--- src/rtl/bzc_pkg.sv ---
`default_nettype none

package bzc_pkg;

  localparam int OP_W      = 2;
  localparam int STEP_W    = 3;
  localparam int PHASE_W   = 12;
  localparam int TIME_W    = 32;
  localparam int BLANK_W   = 8;
  localparam int CONFIRM_W = 4;
  localparam int PERIOD_W  = 32;
  localparam int CFG_IDX_W = 1;

  localparam int STEP_COUNT = 6;

  localparam int S_TDATA_W = 72;
  localparam int M_TDATA_W = 40;

  localparam logic [BLANK_W-1:0]   BLANK_RESET   = 8'd4;
  localparam logic [CONFIRM_W-1:0] CONFIRM_RESET = 4'd3;
  localparam logic [CONFIRM_W-1:0] CONFIRM_MAX   = 4'd15;
  localparam logic [PERIOD_W-1:0]  US_PER_MS     = 32'd1000;

  localparam logic [CFG_IDX_W-1:0] CFG_BLANK_CYCLES   = 1'b0;
  localparam logic [CFG_IDX_W-1:0] CFG_CONFIRM_NEEDED = 1'b1;

  typedef enum logic [OP_W-1:0] {
    OP_SAMPLE     = 2'd0,
    OP_COMMUTE    = 2'd1,
    OP_BLANK_TICK = 2'd2
  } op_t;

  typedef struct packed {
    op_t                 operation;
    logic [STEP_W-1:0]   motor_step;
    logic [PHASE_W-1:0]  phase_a;
    logic [PHASE_W-1:0]  phase_b;
    logic [PHASE_W-1:0]  phase_c;
    logic [TIME_W-1:0]   time_ms;
  } in_beat_t;

  typedef struct packed {
    logic                crossing_found;
    logic                detector_active;
    logic [PERIOD_W-1:0] period_us;
  } result_t;

  typedef struct packed {
    logic                 we;
    logic [CFG_IDX_W-1:0] index;
    logic [BLANK_W-1:0]   data;
  } cfg_wr_t;

endpackage

`default_nettype wire

--- src/rtl/bzc_core.sv ---
`default_nettype none

module bzc_core #(
  parameter int ADC_BITS = 12
) (
  input  wire logic               clk,
  input  wire logic               rst,
  input  wire bzc_pkg::cfg_wr_t   cfg,
  input  wire logic               advance,
  input  wire bzc_pkg::in_beat_t  beat,
  output bzc_pkg::result_t        result
);

  localparam int USE_W = (ADC_BITS < bzc_pkg::PHASE_W) ? ADC_BITS : bzc_pkg::PHASE_W;
  localparam int SUM_W = USE_W + 2;

  logic [bzc_pkg::BLANK_W-1:0]   blank_cycles;
  logic [bzc_pkg::CONFIRM_W-1:0] confirm_needed;

  logic [bzc_pkg::BLANK_W-1:0]   blank_left,      blank_left_next;
  logic [bzc_pkg::CONFIRM_W-1:0] confirm_run,     confirm_run_next;
  logic                          detected_flag,   detected_flag_next;
  logic                          expect_rising,   expect_rising_next;
  logic [bzc_pkg::TIME_W-1:0]    last_cross_time, last_cross_time_next;
  logic [bzc_pkg::PERIOD_W-1:0]  period_reg,      period_reg_next;

  logic [USE_W-1:0]              a_u, b_u, c_u, fl;
  logic [SUM_W-1:0]              sum3, fl3;
  logic                          at_or_above, hit;
  logic [bzc_pkg::CONFIRM_W-1:0] run_inc;
  logic [bzc_pkg::TIME_W-1:0]    dt;
  logic [bzc_pkg::PERIOD_W-1:0]  period_raw;
  logic                          found;

  assign a_u = beat.phase_a[USE_W-1:0];
  assign b_u = beat.phase_b[USE_W-1:0];
  assign c_u = beat.phase_c[USE_W-1:0];

  // floating phase by step mod 3: C, B, A
  always_comb begin
    case (beat.motor_step) inside
      3'd0, 3'd3, 3'd6: fl = c_u;
      3'd1, 3'd4, 3'd7: fl = b_u;
      default:          fl = a_u;
    endcase
  end

  // fl >= floor(sum/3)  <=>  sum <= 3*fl + 2
  assign sum3 = {2'b00, a_u} + {2'b00, b_u} + {2'b00, c_u};
  assign fl3  = ({2'b00, fl} << 1) + {2'b00, fl} + SUM_W'(2);
  assign at_or_above = (sum3 <= fl3);
  assign hit = expect_rising ? at_or_above : !at_or_above;

  assign run_inc    = (confirm_run < bzc_pkg::CONFIRM_MAX) ? confirm_run + 1'b1 : confirm_run;
  assign dt         = beat.time_ms - last_cross_time;
  assign period_raw = dt * bzc_pkg::US_PER_MS;

  always_comb begin
    blank_left_next      = blank_left;
    confirm_run_next     = confirm_run;
    detected_flag_next   = detected_flag;
    expect_rising_next   = expect_rising;
    last_cross_time_next = last_cross_time;
    period_reg_next      = period_reg;
    found                = 1'b0;
    case (beat.operation)
      bzc_pkg::OP_SAMPLE: begin
        if (blank_left == '0 && !detected_flag) begin
          if (!hit) begin
            confirm_run_next = '0;
          end else if (run_inc < confirm_needed) begin
            confirm_run_next = run_inc;
          end else begin
            found                = 1'b1;
            confirm_run_next     = '0;
            detected_flag_next   = 1'b1;
            last_cross_time_next = beat.time_ms;
            if (last_cross_time != '0) begin
              period_reg_next = (period_raw == '0) ? bzc_pkg::PERIOD_W'(1) : period_raw;
            end
          end
        end
      end
      bzc_pkg::OP_COMMUTE: begin
        blank_left_next    = blank_cycles;
        confirm_run_next   = '0;
        detected_flag_next = 1'b0;
        // steps 6 and 7 count as step 0
        expect_rising_next = beat.motor_step[0] && (beat.motor_step != 3'd7);
      end
      bzc_pkg::OP_BLANK_TICK: begin
        if (blank_left != '0) begin
          blank_left_next = blank_left - 1'b1;
        end
      end
      default: begin
      end
    endcase
  end

  assign result.crossing_found  = found;
  assign result.detector_active = (blank_left_next == '0);
  assign result.period_us       = period_reg_next;

  always_ff @(posedge clk) begin
    if (rst) begin
      blank_cycles    <= bzc_pkg::BLANK_RESET;
      confirm_needed  <= bzc_pkg::CONFIRM_RESET;
      blank_left      <= bzc_pkg::BLANK_RESET;
      confirm_run     <= '0;
      detected_flag   <= 1'b0;
      expect_rising   <= 1'b0;
      last_cross_time <= '0;
      period_reg      <= '0;
    end else begin
      if (cfg.we) begin
        unique case (cfg.index)
          bzc_pkg::CFG_BLANK_CYCLES:   blank_cycles   <= cfg.data;
          bzc_pkg::CFG_CONFIRM_NEEDED: confirm_needed <= cfg.data[bzc_pkg::CONFIRM_W-1:0];
        endcase
      end
      if (advance) begin
        blank_left      <= blank_left_next;
        confirm_run     <= confirm_run_next;
        detected_flag   <= detected_flag_next;
        expect_rising   <= expect_rising_next;
        last_cross_time <= last_cross_time_next;
        period_reg      <= period_reg_next;
      end
    end
  end

endmodule

`default_nettype wire

--- src/rtl/bemf_zero_crossing_detector.sv ---
// Back-EMF zero-crossing qualifier for a sensorless six-step drive.
// Input stream: one beat per item. s_tuser carries the operation (sample,
// commutation, blank tick); s_tdata carries step, three phase ADC counts and
// a millisecond timestamp. Output stream: exactly one beat per input beat,
// in order, with crossing flag, blank-done status and the last period in us.
// Configuration: cfg_we/cfg_index/cfg_data write blank_cycles (index 0) or
// confirm_needed (index 1); write only while the stream is idle.
// Path: an accepted beat passes the input register, then the result
// register, to m_tvalid. Throughput: one beat per cycle while m_tready is
// high; the whole qualifier update (neutral compare, hit count, period
// multiply by 1000) completes between the input and result registers.
// Reset (rst, synchronous): both stages empty, registers back to
// blank_cycles 4 and confirm_needed 3, blanking armed, period zero.
// Stall: while m_tready is low a result is held; one more beat is still
// taken into the input register, after which s_tready drops.
`default_nettype none

module bemf_zero_crossing_detector #(
  parameter int ADC_BITS = 12
) (
  input  wire logic                              clk,
  input  wire logic                              rst,
  input  wire logic                              cfg_we,
  input  wire logic [bzc_pkg::CFG_IDX_W-1:0]     cfg_index,
  input  wire logic [bzc_pkg::BLANK_W-1:0]       cfg_data,
  input  wire logic                              s_tvalid,
  output logic                                   s_tready,
  // [2:0] motor_step, [14:3] phase_a, [26:15] phase_b, [38:27] phase_c,
  // [70:39] time_ms, [71] zero
  input  wire logic [bzc_pkg::S_TDATA_W-1:0]     s_tdata,
  // [1:0] operation
  input  wire logic [bzc_pkg::OP_W-1:0]          s_tuser,
  output logic                                   m_tvalid,
  input  wire logic                              m_tready,
  // [0] crossing_found, [1] detector_active, [33:2] period_us, [39:34] zero
  output logic [bzc_pkg::M_TDATA_W-1:0]          m_tdata
);

  logic              in_valid;
  bzc_pkg::in_beat_t in_beat;
  bzc_pkg::in_beat_t s_beat;
  logic              out_valid;
  bzc_pkg::result_t  out_beat;
  bzc_pkg::result_t  res;
  bzc_pkg::cfg_wr_t  cfg;
  logic              advance;

  assign s_beat.operation  = bzc_pkg::op_t'(s_tuser);
  assign s_beat.motor_step = s_tdata[2:0];
  assign s_beat.phase_a    = s_tdata[14:3];
  assign s_beat.phase_b    = s_tdata[26:15];
  assign s_beat.phase_c    = s_tdata[38:27];
  assign s_beat.time_ms    = s_tdata[70:39];

  assign cfg.we    = cfg_we;
  assign cfg.index = cfg_index;
  assign cfg.data  = cfg_data;

  assign advance  = in_valid && (!out_valid || m_tready);
  assign s_tready = !in_valid || advance;

  bzc_core #(
    .ADC_BITS (ADC_BITS)
  ) u_core (
    .clk     (clk),
    .rst     (rst),
    .cfg     (cfg),
    .advance (advance),
    .beat    (in_beat),
    .result  (res)
  );

  always_ff @(posedge clk) begin
    if (rst) begin
      in_valid  <= 1'b0;
      out_valid <= 1'b0;
    end else begin
      if (s_tready) begin
        in_valid <= s_tvalid;
      end
      if (advance) begin
        out_valid <= 1'b1;
      end else if (m_tready) begin
        out_valid <= 1'b0;
      end
    end
    if (s_tvalid && s_tready) begin
      in_beat <= s_beat;
    end
    if (advance) begin
      out_beat <= res;
    end
  end

  assign m_tvalid = out_valid;
  assign m_tdata  = {6'b0, out_beat.period_us, out_beat.detector_active,
                     out_beat.crossing_found};

`ifndef NO_ASSERTIONS
  a_ready_only_on_stall: assert property (@(posedge clk) disable iff (rst)
    !s_tready |-> (m_tvalid && !m_tready))
    else $error("input stalled without output backpressure");

  a_crossing_when_active: assert property (@(posedge clk) disable iff (rst)
    (m_tvalid && m_tdata[0]) |-> m_tdata[1])
    else $error("crossing reported while blanking");

  a_empty_output_fills: assert property (@(posedge clk) disable iff (rst)
    (in_valid && !m_tvalid) |=> m_tvalid)
    else $error("pending beat did not reach output register");
`endif

endmodule

`default_nettype wire
--- config.mk ---
export PLATFORM = sky130hd
export DESIGN_NAME = bemf_zero_crossing_detector
export DESIGN_NICKNAME = d
export VERILOG_FILES = /design/src/rtl/bzc_pkg.sv /design/src/rtl/bzc_core.sv /design/src/rtl/bemf_zero_crossing_detector.sv
export SDC_FILE = /design/constraint.sdc
export NUM_CORES = 1
export LEC_CHECK = 0
export ABC_AREA = 0
export BUFFER_PORTS_ARGS = -buffer_cell sky130_fd_sc_hd__clkbuf_2
export CAP_MARGIN = 20
export CORE_MARGIN = 10
export CORE_UTILIZATION = 55
export DETAILED_ROUTE_END_ITERATION = 6
export GPL_TIMING_DRIVEN = 0
export MAX_ROUTING_LAYER = met4
export PLACE_DENSITY = 0.74
export SYNTH_ARGS = -nofsm -noshare
export SYNTH_HDL_FRONTEND = slang
export SYNTH_HIERARCHICAL = 1
export SYNTH_SLANG_ARGS = --single-unit
export TNS_END_PERCENT = 30
--- constraint.sdc ---
create_clock -name clk -period 23 [get_ports clk]
set_input_delay 1.15 -clock clk [delete_from_list [all_inputs] [get_ports clk]]
set_output_delay 1.15 -clock clk [all_outputs]
set_load 0.02 [all_outputs]
Word-level counts from Yosys, hierarchy flattened
Index checks and enable logic that the tools add are counted.
- register bits after elaboration: 199
- latch bits: 0
- RAM bits: 0
- ROM bits: 0
- bits of input ports: 88
- output and inout port bits: 42
- word-level logic and storage cells: 94
- memories: 0
- add/subtract/negate cells: 7
- multiply operators: 1
- div/mod/pow operators: 0
- order comparisons: 3
- eq/ne operators: 11
- shift-type cells: 0
- multiplexer cells: 23
- bitwise logic cells: 2
- reduce and logical (&&, ||, !) cells: 28
- operators by type and width (operator ; count):
    32-bit 2-to-1 mux ; 6
    32-bit logical NOT ; 1
    32-bit by 7-bit multiplier with 29-bit output, second input constant ; 1
    32-bit nonzero test ; 1
    32-bit subtractor ; 1
    12-bit 2-to-1 mux ; 2
    8-bit logical NOT ; 2
    4-bit 2-to-1 mux ; 4
    8-bit case mux with 2 select lines ; 1
    13-bit by 12-bit adder with 14-bit output ; 1
    14-bit by 12-bit adder with 14-bit output ; 1
    14-bit by 2-bit adder with 14-bit output, second input constant ; 1
    14-bit <= comparator ; 1
    12-bit by 12-bit adder with 13-bit output ; 1
    5-bit AND reduction ; 2
    3-bit equality test, second input constant ; 3
    8-bit 2-to-1 mux ; 1
    4-bit case mux with 2 select lines ; 1
    8-bit nonzero test ; 1
    8-bit by 1-bit subtractor with 8-bit output, second input constant ; 1
    1-bit 2-to-1 mux ; 7
    2-bit AND reduction ; 3
    3-bit AND reduction ; 2
    3-bit OR reduction ; 2
    other kinds (18) ; 28

Logic depth before layout (Yosys ltp)
Gate-level depths: netlist of the first run.
- word-level depth: 12
- gate-level depth with buffers: 33

Modules after synthesis
The synthesis of the first run kept the hierarchy.
- modules (own cells, without submodules) (module ; instances ; cells an instance ; area each (um^2) ; seq. area each (um^2)):
    bzc_core ; 1 ; 1406 ; 11815.1 ; 1801.7
    bemf_zero_crossing_detector ; 1 ; 124 ; 3365.7 ; 3253.1

Worst setup path before layout of the first run
No wires, ideal clock.
- kind: reg-to-reg
- start: register in_beat[0] (netlist name)
- end: register out_beat, in the netlist m_tdata[2], data pin
- library setup time: 0.260 ns
- data arrival time: 7.516 ns
- data required time: 22.740 ns
- setup slack: 15.225 ns
- cell stages (with the launch flop): 30
- path buffers: 0
- cell sequence: edfxtp_1 > inv_1 > ha_1 > inv_1 > fa_1 > a211oi_1 > o21ai_0 > a32oi_1 > o21ai_0 > a21oi_1 > o21bai_1 > a21o_1 > a21o_1 > and4_1 > nor3_1 > fa_1 > fa_1 > inv_1 > fa_1 > inv_1 > fa_1 > xnor2_1 > xnor3_1 > xnor2_1 > or4b_1 > o2111ai_1 > xnor2_1 > xor3_1 > and4bb_2 > mux2_2
- RTL lines (item ; line ; RTL):
    start, declared ; bemf_zero_crossing_detector.sv:40 ; bzc_pkg::in_beat_t in_beat;
    start signal, assigned ; bemf_zero_crossing_detector.sv:88 ; in_beat <= s_beat;
    end signal, assigned ; bemf_zero_crossing_detector.sv:91 ; out_beat <= res;
    end, declared ; bemf_zero_crossing_detector.sv:43 ; bzc_pkg::result_t out_beat;

==> results of run 1 <==
==> cell usage in the layout (no fill, tap or decap), types with 7 or more instances in the layout <==
cell type  netlist  layout
mux2i_1         67      67
clkbuf_2         0     122
clkbuf_1        35      35
nor3_1          17      17
a21oi_1         83      83
or4_1            7       7
xor2_1          30      30
nand4_1         10      10
nand2_1         98      98
a211oi_1        26      26
o21bai_1        14      14
mux2_2          30      30
nor2_1         113     113
ha_1           135     135
clkbuf_16        0      17
xnor2_1         58      58
edfxtp_1       107     107
buf_4            7       8
nor4_1          14      14
fa_1            92      92
a21o_1          40      40
a31oi_1          7       7
nor2b_1         12      12
dfxtp_1         92      92
buf_1            7       7
or2_2            7       7
a22oi_1          9       9
o211ai_1         7       7
nand3_1         24      24
and2_1           9       9
o22ai_1         11      11
o21ai_0         53      53
o21a_1          13      13
inv_1          192     192
nand2b_1        19      19
==> path summary, 6_finish.rpt <==
path / slack, ns / end / depth (start not counted) / from
setup / recovery: 14.02 / m_tdata[2] / 31 / in_beat[0]
hold / removal: 0.46 / u_core/blank_cycles[6] / 2 / u_core/blank_cycles[6]
setup reg to reg: 14.02 / m_tdata[2] / 31 / in_beat[0]
hold reg to reg: 0.46 / u_core/blank_cycles[6] / 2 / u_core/blank_cycles[6]
==> critical path: cells and delay by family (launching register included) <==
kind	cells	cell delay, ns
AO/OA/AOI/OAI	12	2.81
XOR/XNOR	2	0.97
adder cells (fa/ha/maj)	7	2.95
buffers and inverters	7	0.69
flip-flops	1	0.43
multiplexers	1	0.29
AND/OR/NAND/NOR	2	0.57
==> metal layers <==
layer / global-route usage / wire length [µm] / vias to the layer above
li1: - / - / 5598
met1: 0.245 / 14800 / 5324
met2: 0.325 / 15800 / 218
met3: 0.0266 / 1150 / 38
met4: 0.0639 / 709 / 0
met5: - / 0 / -
==> per-stage QoR <==
stage / instance area [µm²] / setup WS (ns) / std cells / util / power [mW]
floorplan: 15200 / 15.22 / 1535 / - / 1.87
global placement: 16200 / 14.17 / 1998 / 0.601 / 2.29
detailed placement: 16200 / 14.02 / 1998 / 0.601 / 2.32
CTS: 16900 / 13.98 / 2030 / 0.624 / 2.66
global route: 16900 / 13.41 / 2033 / 0.625 / 2.93
finish: 16900 / 14.02 / 2033 / 0.625 / 2.65
==> final cells by class <==
type	instances	area (µm²)	area share
timing repair buffer	124	626	0.0370
clock buffer	18	439	0.0260
tap	341	427	0.0253
clock inverter	14	198	0.0117
antenna	1	2.50	0.000148
inverter	192	721	0.0427
buffer	51	220	0.0130
multi-input combinational	1093	9200	0.545
sequential	199	5050	0.299
==> logic make-up after synthesis <==
kind of cell / Yosys count
and+or+nand+nor: 358
AOI/OAI and AO/OA: 309
buffers and inverters: 243
adders and majority gates: 233
DFF: 199
muxes: 97
xor gates and xnor gates: 90
other: 1
==> power by group <==
group          internal [mW]  switching, mW
Clock                  0.171          0.149
Sequential             0.388        0.00873
Combinational          0.772           1.16
==> qor.csv, run 1 <==
metric,value,unit
dr_total_vias,11200,
slew_headroom,0.328,
ys_ff_latch,199,
tightest_slew,1.00,ns
synth_top_family_by_area,adder cells,
hold_viol_final,0,
die_y,186,µm
min_path_type,reg2reg,
clock_path_buffers,2,
synthTopCellsByCount,"192 x inv_1, 135 x ha_1, 113 x nor2_1",
synth_xor_xnor_area_share,0.0538,
grt_max_degree,74,
yosys-top-cells-area,"edfxtp_1 21%, dfxtp_1 12%, fa_1 12%",
synth_cell_types,76,
dpl.hpwl,26.1,mm
cap_violations,0,
yosysMostFrequentCell,inv_1,
end_kind,flip-flop,
critPathRequiredTime,23.20,ns
synth_fa_ha_area_frac,0.237,
start_util,0.562,
nFillCells,2238,
async_flop_share,0,
crit_fanout,9,
clk_latency,0.44,ns
ios,130,
drt-wirelength-per-cell,16.0,µm
synth_seq_area_share,0.333,
worstSetupPathType,reg2reg,
rows,60,
area_growth,11.3,%
die-area,0.0346,mm²
synth_top_area_share,0.212,
drc_errors,0,
numPortBuffers,122,
syn-cell-area,0.0152,mm²
grt_pass1_wl,54.1,mm
arrival,9.18,ns
drt-initial-drc-count,820,
synth_area_leader_cell,edfxtp_1,
powerDensity,157,mW/mm²
first_pass_iters,5,
drive_above_1_share,0.127,
postCtsSetupRepairBufs,0,
status,finished clean,
syn_area_per_cell,9.92,µm²
finalClockSkew,0.0156,ns
tritoncts,built,
wl,32.5,mm
synth-edff-count,107,
synthMuxAreaShare,0.0664,
antenna_found_initial,2,
setup-violations-final,0,
vias_per_cell,5.50,
cts_buffers,17,
grt_pass1_vias,11200,
top_register,in_beat,
crit_top_cell,inv_1,
synth_warnings,6,
nets,1993,
synth_flop_cell,edfxtp_1,
timing.fmax,111,MHz
ant_nets,0,
clk_pin_slew,0.08,ns
cts_resized,0,
synth-compound-area-share,0.134,
place.gp.congestion,0.908,
holdBufCountCts,0,
clock-sinks,199,
rsz0062_at_grt,no,
h-tree-depth,4,
cp_slowest_stage_delay,0.57,ns
overflow,0,
synth_cells,1530,
post-route-period-util,0.391,
cp_slowest_cell,fa_1,
p_leak,7.55,nW
grt_usage,0.196,
tns,0,ns
period_minus_slack,8.98,ns
irDropWorstVdd,0.000138,V
core_area,0.0270,mm²
finalMaxSlewViolations,0,
cts_root_buf,clkbuf_16,
worst_setup_path_start_kind,flip-flop,
largest_register_ffs,73,
die_x,186,µm
synth-simple-area-share,0.114,
whs,0.458,ns
Note: power is estimated with default switching activity, not from simulation.
==> run 2, diff against run 1 <==
--- a/config.mk
+++ b/config.mk
@@ -13,7 +13,7 @@
 export DETAILED_ROUTE_END_ITERATION = 6
 export GPL_TIMING_DRIVEN = 0
 export MAX_ROUTING_LAYER = met4
-export PLACE_DENSITY = 0.74
+export PLACE_DENSITY = 0.77
 export SYNTH_ARGS = -nofsm -noshare
 export SYNTH_HDL_FRONTEND = slang
 export SYNTH_HIERARCHICAL = 1
==> constraint.sdc (replaced) <==
create_clock -name clk -period 7.9 [get_ports clk]
set_input_delay 0.395 -clock clk [delete_from_list [all_inputs] [get_ports clk]]
set_output_delay 0.395 -clock clk [all_outputs]
set_load 0.02 [all_outputs]
==> run 2 against run 1 <==
Via count is 3.0% higher. Non-clock buffer count is 12 higher. Final area is 2.3% higher. Global-route usage is 0.67 points higher. Setup slack worse by 14 ns. Worst hold slack worse by 0.34 ns. Highest routed layer unchanged. Clock skew is 0.0029 ns higher. Cell count is 0.54% higher. Largest power group unchanged. Sequential share of layout area is 0.67 points lower. Combinational power grew to 3.2 times the previous value.
==> qor.csv, run 2 (synthesis gave the netlist of run 1 again) <==
metric,value,unit,change
p_leak,7.67,nW,+1.6%
ant_nets,0,,unchanged
clk_latency,0.45,ns,about the same
worst_setup_path_start_kind,flip-flop,,
cp_num_buf_inv,5,,-2
worstHoldPathCells,1,,-1
worstSetupPathType,reg2reg,,
numPortBuffers,122,,unchanged
tritoncts,built,,
placed_area,0.0162,mm²,unchanged
grt_pass1_wl,55.5,mm,+2.6%
p_sw,4.03,mW,+210%
tns,0,ns,unchanged
whs,0.117,ns,-0.341 ns
rows,60,,unchanged
dpl.hpwl,26.1,mm,about the same
die_x,186,µm,unchanged
post-place-cells,1998,,unchanged
tightest_slew,0.960,ns,-0.0417 ns
dr_total_vias,11500,,+3.0%
reg2reg_to,m_tdata[2],,
end_kind,flip-flop,,
clockPowerShare,0.107,,-0.014
hp-start,s_tuser[1],,
die-area,0.0346,mm²,unchanged
setup-violations-final,0,,unchanged
area_growth,13.8,%,
finalMaxSlewViolations,0,,unchanged
crit_fanout,5,,-4
timing.fmax,130,MHz,+17%
cts_buffers,17,,unchanged
layout_commonest_cell,inv_1,,
h-tree-depth,4,,unchanged
drt-initial-drc-count,824,,+0.49%
irDropWorstVdd,0.000447,V,+220%
drc_errors,0,,unchanged
first_pass_iters,5,,unchanged
slew_headroom,0.356,,+0.0280
internal-power,4.13,mW,+210%
finalClockSkew,0.0186,ns,+0.00295 ns
cp_slowest_cell,fa_1,,
place.gp.congestion,0.924,,+1.7%
largest_register_ffs,73,,unchanged
fin_cells,2044,,+0.54%
netSwitchingFraction,0.494,,-0.00358
hold_viol_final,0,,unchanged
crit_family,adder cells,,
holdBufCountCts,0,,unchanged
clock_path_buffers,2,,unchanged
cp_slowest_stage_delay,0.55,ns,-0.02 ns
post-route-period-util,0.972,,+0.582
ff2ff_path_depth,30,,-3.2%
critPathRequiredTime,8.10,ns,-15.10 ns
rr_startpoint,in_beat[0],,
layout_common_cells,"191 x inv_1, 126 x ha_1, 123 x clkbuf_2, 111 x nor2_1, 107 x edfxtp_1",,
core_area,0.0270,mm²,unchanged
p_total,8.16,mW,+210%
setup_ws,0.219,ns,-13.80 ns
grt_pass1_vias,11500,,+2.0%
die_y,186,µm,unchanged
seqPwrFrac,0.141,,-0.009
powerDensity,472,mW/mm²,+200%
ios,130,,unchanged
grt_usage,0.203,,+0.00675
crit_top_cell,inv_1,,
wl,33.9,mm,+4.5%
nets,2005,,+0.60%
comb_power_share,0.751,,+0.021
drive_above_1_share,0.167,,+0.0396
start_util,0.562,,unchanged
drt-wirelength-per-cell,16.6,µm,+3.9%
regToRegSetupSlack,0.22,ns,-13.80 ns
min_path_type,in2reg,,
vias_per_cell,5.63,,+2.4%
status,finished clean,,
fin_util,0.639,,+0.0144
clock-sinks,199,,unchanged
min_to,in_beat[72],,
antenna_found_initial,1,,-1
rsz0062_at_grt,yes,,
antenna_cells,0,,-1
cap_violations,0,,unchanged
top_register,in_beat,,
grt_max_degree,74,,unchanged
arrival,7.88,ns,-1.30 ns
cts_root_buf,clkbuf_16,,
final_area,0.0173,mm²,+2.3%
dp_slack,-1.05,ns,-15.07 ns
overflow,0,,unchanged
period_minus_slack,7.68,ns,-1.30 ns
clk_pin_slew,0.08,ns,about the same
==> run 2: cell count changes in the layout (fill, tap and decap cells not counted), sizes merged <==
| cell | before | now |
|---|---|---|
| clkinvlp | 0 | 1 |
| diode | 1 | 0 |
| clkbuf | 176 | 169 |
| bufinv | 2 | 0 |
| clkinv | 4 | 7 |
| buf | 17 | 35 |
| inv | 200 | 199 |
==> run 2: worst reg2reg max path: cells and delay by family (launching register included) <==
kind            cells  cell delay (ns)
fa+ha+maj           7             2.72
compound gates     13             2.48
xor+xnor            2             0.62
simple gates        2             0.52
flops               1             0.40
buf+inv             5             0.39
mux                 1             0.28
==> run 2: what timing repair did <==
action	CTS	global route
resized for setup	22	45
buffers inserted	10	10
pin swaps	9	22
setup endpoints to repair	12	18
==> run 2: layout make-up <==
type / count / area [µm²]
Multi-Input combinational cell: 1093 / 9520
Clock inverter: 15 / 174
Tap cell: 341 / 427
Sequential cell: 199 / 5050
Buffer: 44 / 195
Clock buffer: 17 / 425
Timing Repair Buffer: 143 / 768
Fill cell: 2119 / 9750
Inverter: 192 / 721
==> run 2: worst max-delay path by stage <==
stage                    start  depth (start not counted)  slack (ns)          to
detailed placement  in_beat[0]                         29       -1.05  m_tdata[2]
global placement    in_beat[0]                         31       -0.88  m_tdata[2]
CTS                 in_beat[1]                         24       0.005  m_tdata[6]
global route        in_beat[0]                         29       -0.13  m_tdata[6]
floorplan           in_beat[0]                         29        0.12  m_tdata[2]
finish              in_beat[0]                         30        0.22  m_tdata[2]
==> run 2: layer usage <==
metal / GRT usage / wire, µm / share of wire
met1: 0.249 / 14500 / 0.43
met2: 0.344 / 17200 / 0.51
met3: 0.0252 / 1370 / 0.040
met4: 0.0639 / 781 / 0.023
met5: - / 0 / 0
==> run 2: power by group through the flow <==
| stage | Sequential, mW | Clock (mW) | Combinational [mW] |
|---|---|---|---|
| global route | 1.16 | 0.942 | 6.84 |
| global placement | 1.18 | 0 | 5.42 |
| CTS | 1.15 | 0.893 | 5.74 |
| floorplan | 1.18 | 0 | 4.26 |
| detailed placement | 1.18 | 0 | 5.54 |
| finish | 1.15 | 0.875 | 6.13 |
==> run 3, diff against run 2 <==
==> constraint.sdc (replaced) <==
create_clock -name clk -period 6.77 [get_ports clk]
set_input_delay 0.3385 -clock clk [delete_from_list [all_inputs] [get_ports clk]]
set_output_delay 0.3385 -clock clk [all_outputs]
set_load 0.02 [all_outputs]
==> run 3 against run 2 <==
The flow now finishes with violations (negative setup slack). Die area did not move. Register-to-register slack worse by 1.0 ns. Sequential share of layout area shrank 1.2 points. Largest cell class unchanged. Clock-buffer cell count up 2. Fmax up 1.8%. Setup slack worse by 1.0 ns. Utilization is 2.6 points higher. Final area is 4.1% higher. First-iteration DRC count fell by 8.3%. Routed wire length rose by 2.2%.
==> qor.csv, run 3 (synthesis gave the netlist of run 1 again) <==
metric,value,unit,change
dr_total_vias,11500,,+0.22%
die_y,186,µm,unchanged
place.gp.congestion,0.910,,-1.5%
nets,2026,,+1.0%
fin_cells,2065,,+1.0%
hold_viol_final,0,,unchanged
antenna_cells,0,,unchanged
cap_violations,0,,unchanged
layout_common_cells,"180 x inv_1, 127 x clkbuf_2, 116 x ha_1, 110 x nor2_1, 107 x edfxtp_1",,
cts_buffers,17,,unchanged
overflow,0,,unchanged
period_minus_slack,7.55,ns,-0.134 ns
grt_usage,0.210,,+0.00671
slew_headroom,0.355,,-0.000614
placed_area,0.0164,mm²,+1.1%
ios,130,,unchanged
worstSetupPathType,reg2reg,,
tritoncts,built,,
antenna_found_initial,0,,-1
setup_ws,-0.777,ns,-0.996 ns
crit_top_cell,fa_1,,
ant_nets,0,,unchanged
arrival,7.84,ns,-0.04 ns
post-place-cells,1998,,unchanged
vias_per_cell,5.58,,-0.80%
grt_pass1_wl,57.6,mm,+3.8%
clock-sinks,199,,unchanged
numPortBuffers,122,,unchanged
tightest_slew,0.959,ns,-0.00102 ns
final_area,0.0180,mm²,+4.1%
cp_num_buf_inv,8,,+3
finalMaxSlewViolations,0,,unchanged
end_kind,flip-flop,,
drc_errors,0,,unchanged
area_growth,18.5,%,
dpl.hpwl,26.2,mm,+0.49%
grt_max_degree,74,,unchanged
clk_latency,0.44,ns,about the same
clk_pin_slew,0.08,ns,about the same
drt-initial-drc-count,756,,-8.3%
die_x,186,µm,unchanged
core_area,0.0270,mm²,unchanged
setup-violations-final,14,,+14
drive_above_1_share,0.228,,+0.0612
timing.fmax,133,MHz,+1.8%
violations,negative setup slack,,
wl,34.7,mm,+2.2%
holdBufCountCts,0,,unchanged
start_util,0.562,,unchanged
crit_fanout,9,,+4
finalClockSkew,0.0167,ns,-0.00194 ns
crit_family,compound AO/OA/AOI/OAI gates,,
cp_slowest_cell,fa_1,,
die-area,0.0346,mm²,unchanged
cp_slowest_stage_delay,0.50,ns,-0.05 ns
min_path_type,in2reg,,
rows,60,,unchanged
drt-wirelength-per-cell,16.8,µm,+1.2%
top_register,in_beat,,
worst_setup_path_start_kind,flip-flop,,
cts_root_buf,clkbuf_16,,
critPathRequiredTime,7.07,ns,-1.03 ns
largest_register_ffs,73,,unchanged
rsz0062_at_grt,yes,,
first_pass_iters,5,,unchanged
status,finished with violations,,
clock_path_buffers,2,,unchanged
grt_pass1_vias,12000,,+5.1%
post-route-period-util,1.11,,+0.142
h-tree-depth,4,,unchanged
layout_commonest_cell,inv_1,,
## run 3: changes by cell type in the layout (fill, tap and decap cells not counted), sizes merged
cell | before | now
clkbuf | 169 | 171
inv | 199 | 201
buf | 35 | 56
clkinv | 7 | 3
## run 3: cell type report
| cell class | count | area, µm² |
|---|---|---|
| Buffer | 48 | 284 |
| Clock buffer | 19 | 453 |
| Clock inverter | 13 | 150 |
| Fill cell | 2053 | 9030 |
| Inverter | 192 | 721 |
| Multi-Input combinational cell | 1093 | 10000 |
| Sequential cell | 199 | 5050 |
| Tap cell | 341 | 427 |
| Timing Repair Buffer | 160 | 903 |
## run 3: repair_timing
| item | 4_1_cts | 5_1_grt |
|---|---|---|
| gates cloned | 0 | 0 |
| endpoints found under the setup margin | 91 | 92 |
| buffers inserted | 22 | 17 |
| pin swaps | 41 | 28 |
| resized for setup | 82 | 71 |
## run 3: per-layer routing
layer	global-route usage	vias up	wire length (µm)
met5	-	-	0
met4	0.0709	0	799
met3	0.0359	49	1240
met2	0.355	277	17400
met1	0.250	5530	15200
li1	-	5677	-
## run 3: final timing paths
| check | startpoint | endpoint | slack (ns) | cells after the start |
|---|---|---|---|---|
| max | in_beat[0] | u_core/period_reg[4] | -0.78 | 33 |
| min | s_tdata[22] | in_beat[51] | 0.06 | 1 |
| max reg2reg | in_beat[0] | u_core/period_reg[4] | -0.78 | 33 |
| min reg2reg | u_core/blank_cycles[6] | u_core/blank_cycles[6] | 0.47 | 2 |
## run 3: metrics by stage
stage | worst slack [ns] | hold WS (ns) | TNS [ns] | util
final | -0.777 | 0.0635 | -6.35 | 0.666
after global routing | -1.00 | 0.0415 | -10.46 | 0.666
after CTS | -0.738 | 0.0483 | -7.94 | 0.652
after detailed placement | -1.21 | 0.458 | -44.99 | 0.607
after global placement | -1.09 | 0.445 | -34.21 | 0.607
after floorplan | -0.191 | 0.401 | -0.715 | -
Power of run 3 is left out: the tool's default activity adds up to more than one toggle a clock period on the data nets, which glitch-free logic cannot reach.
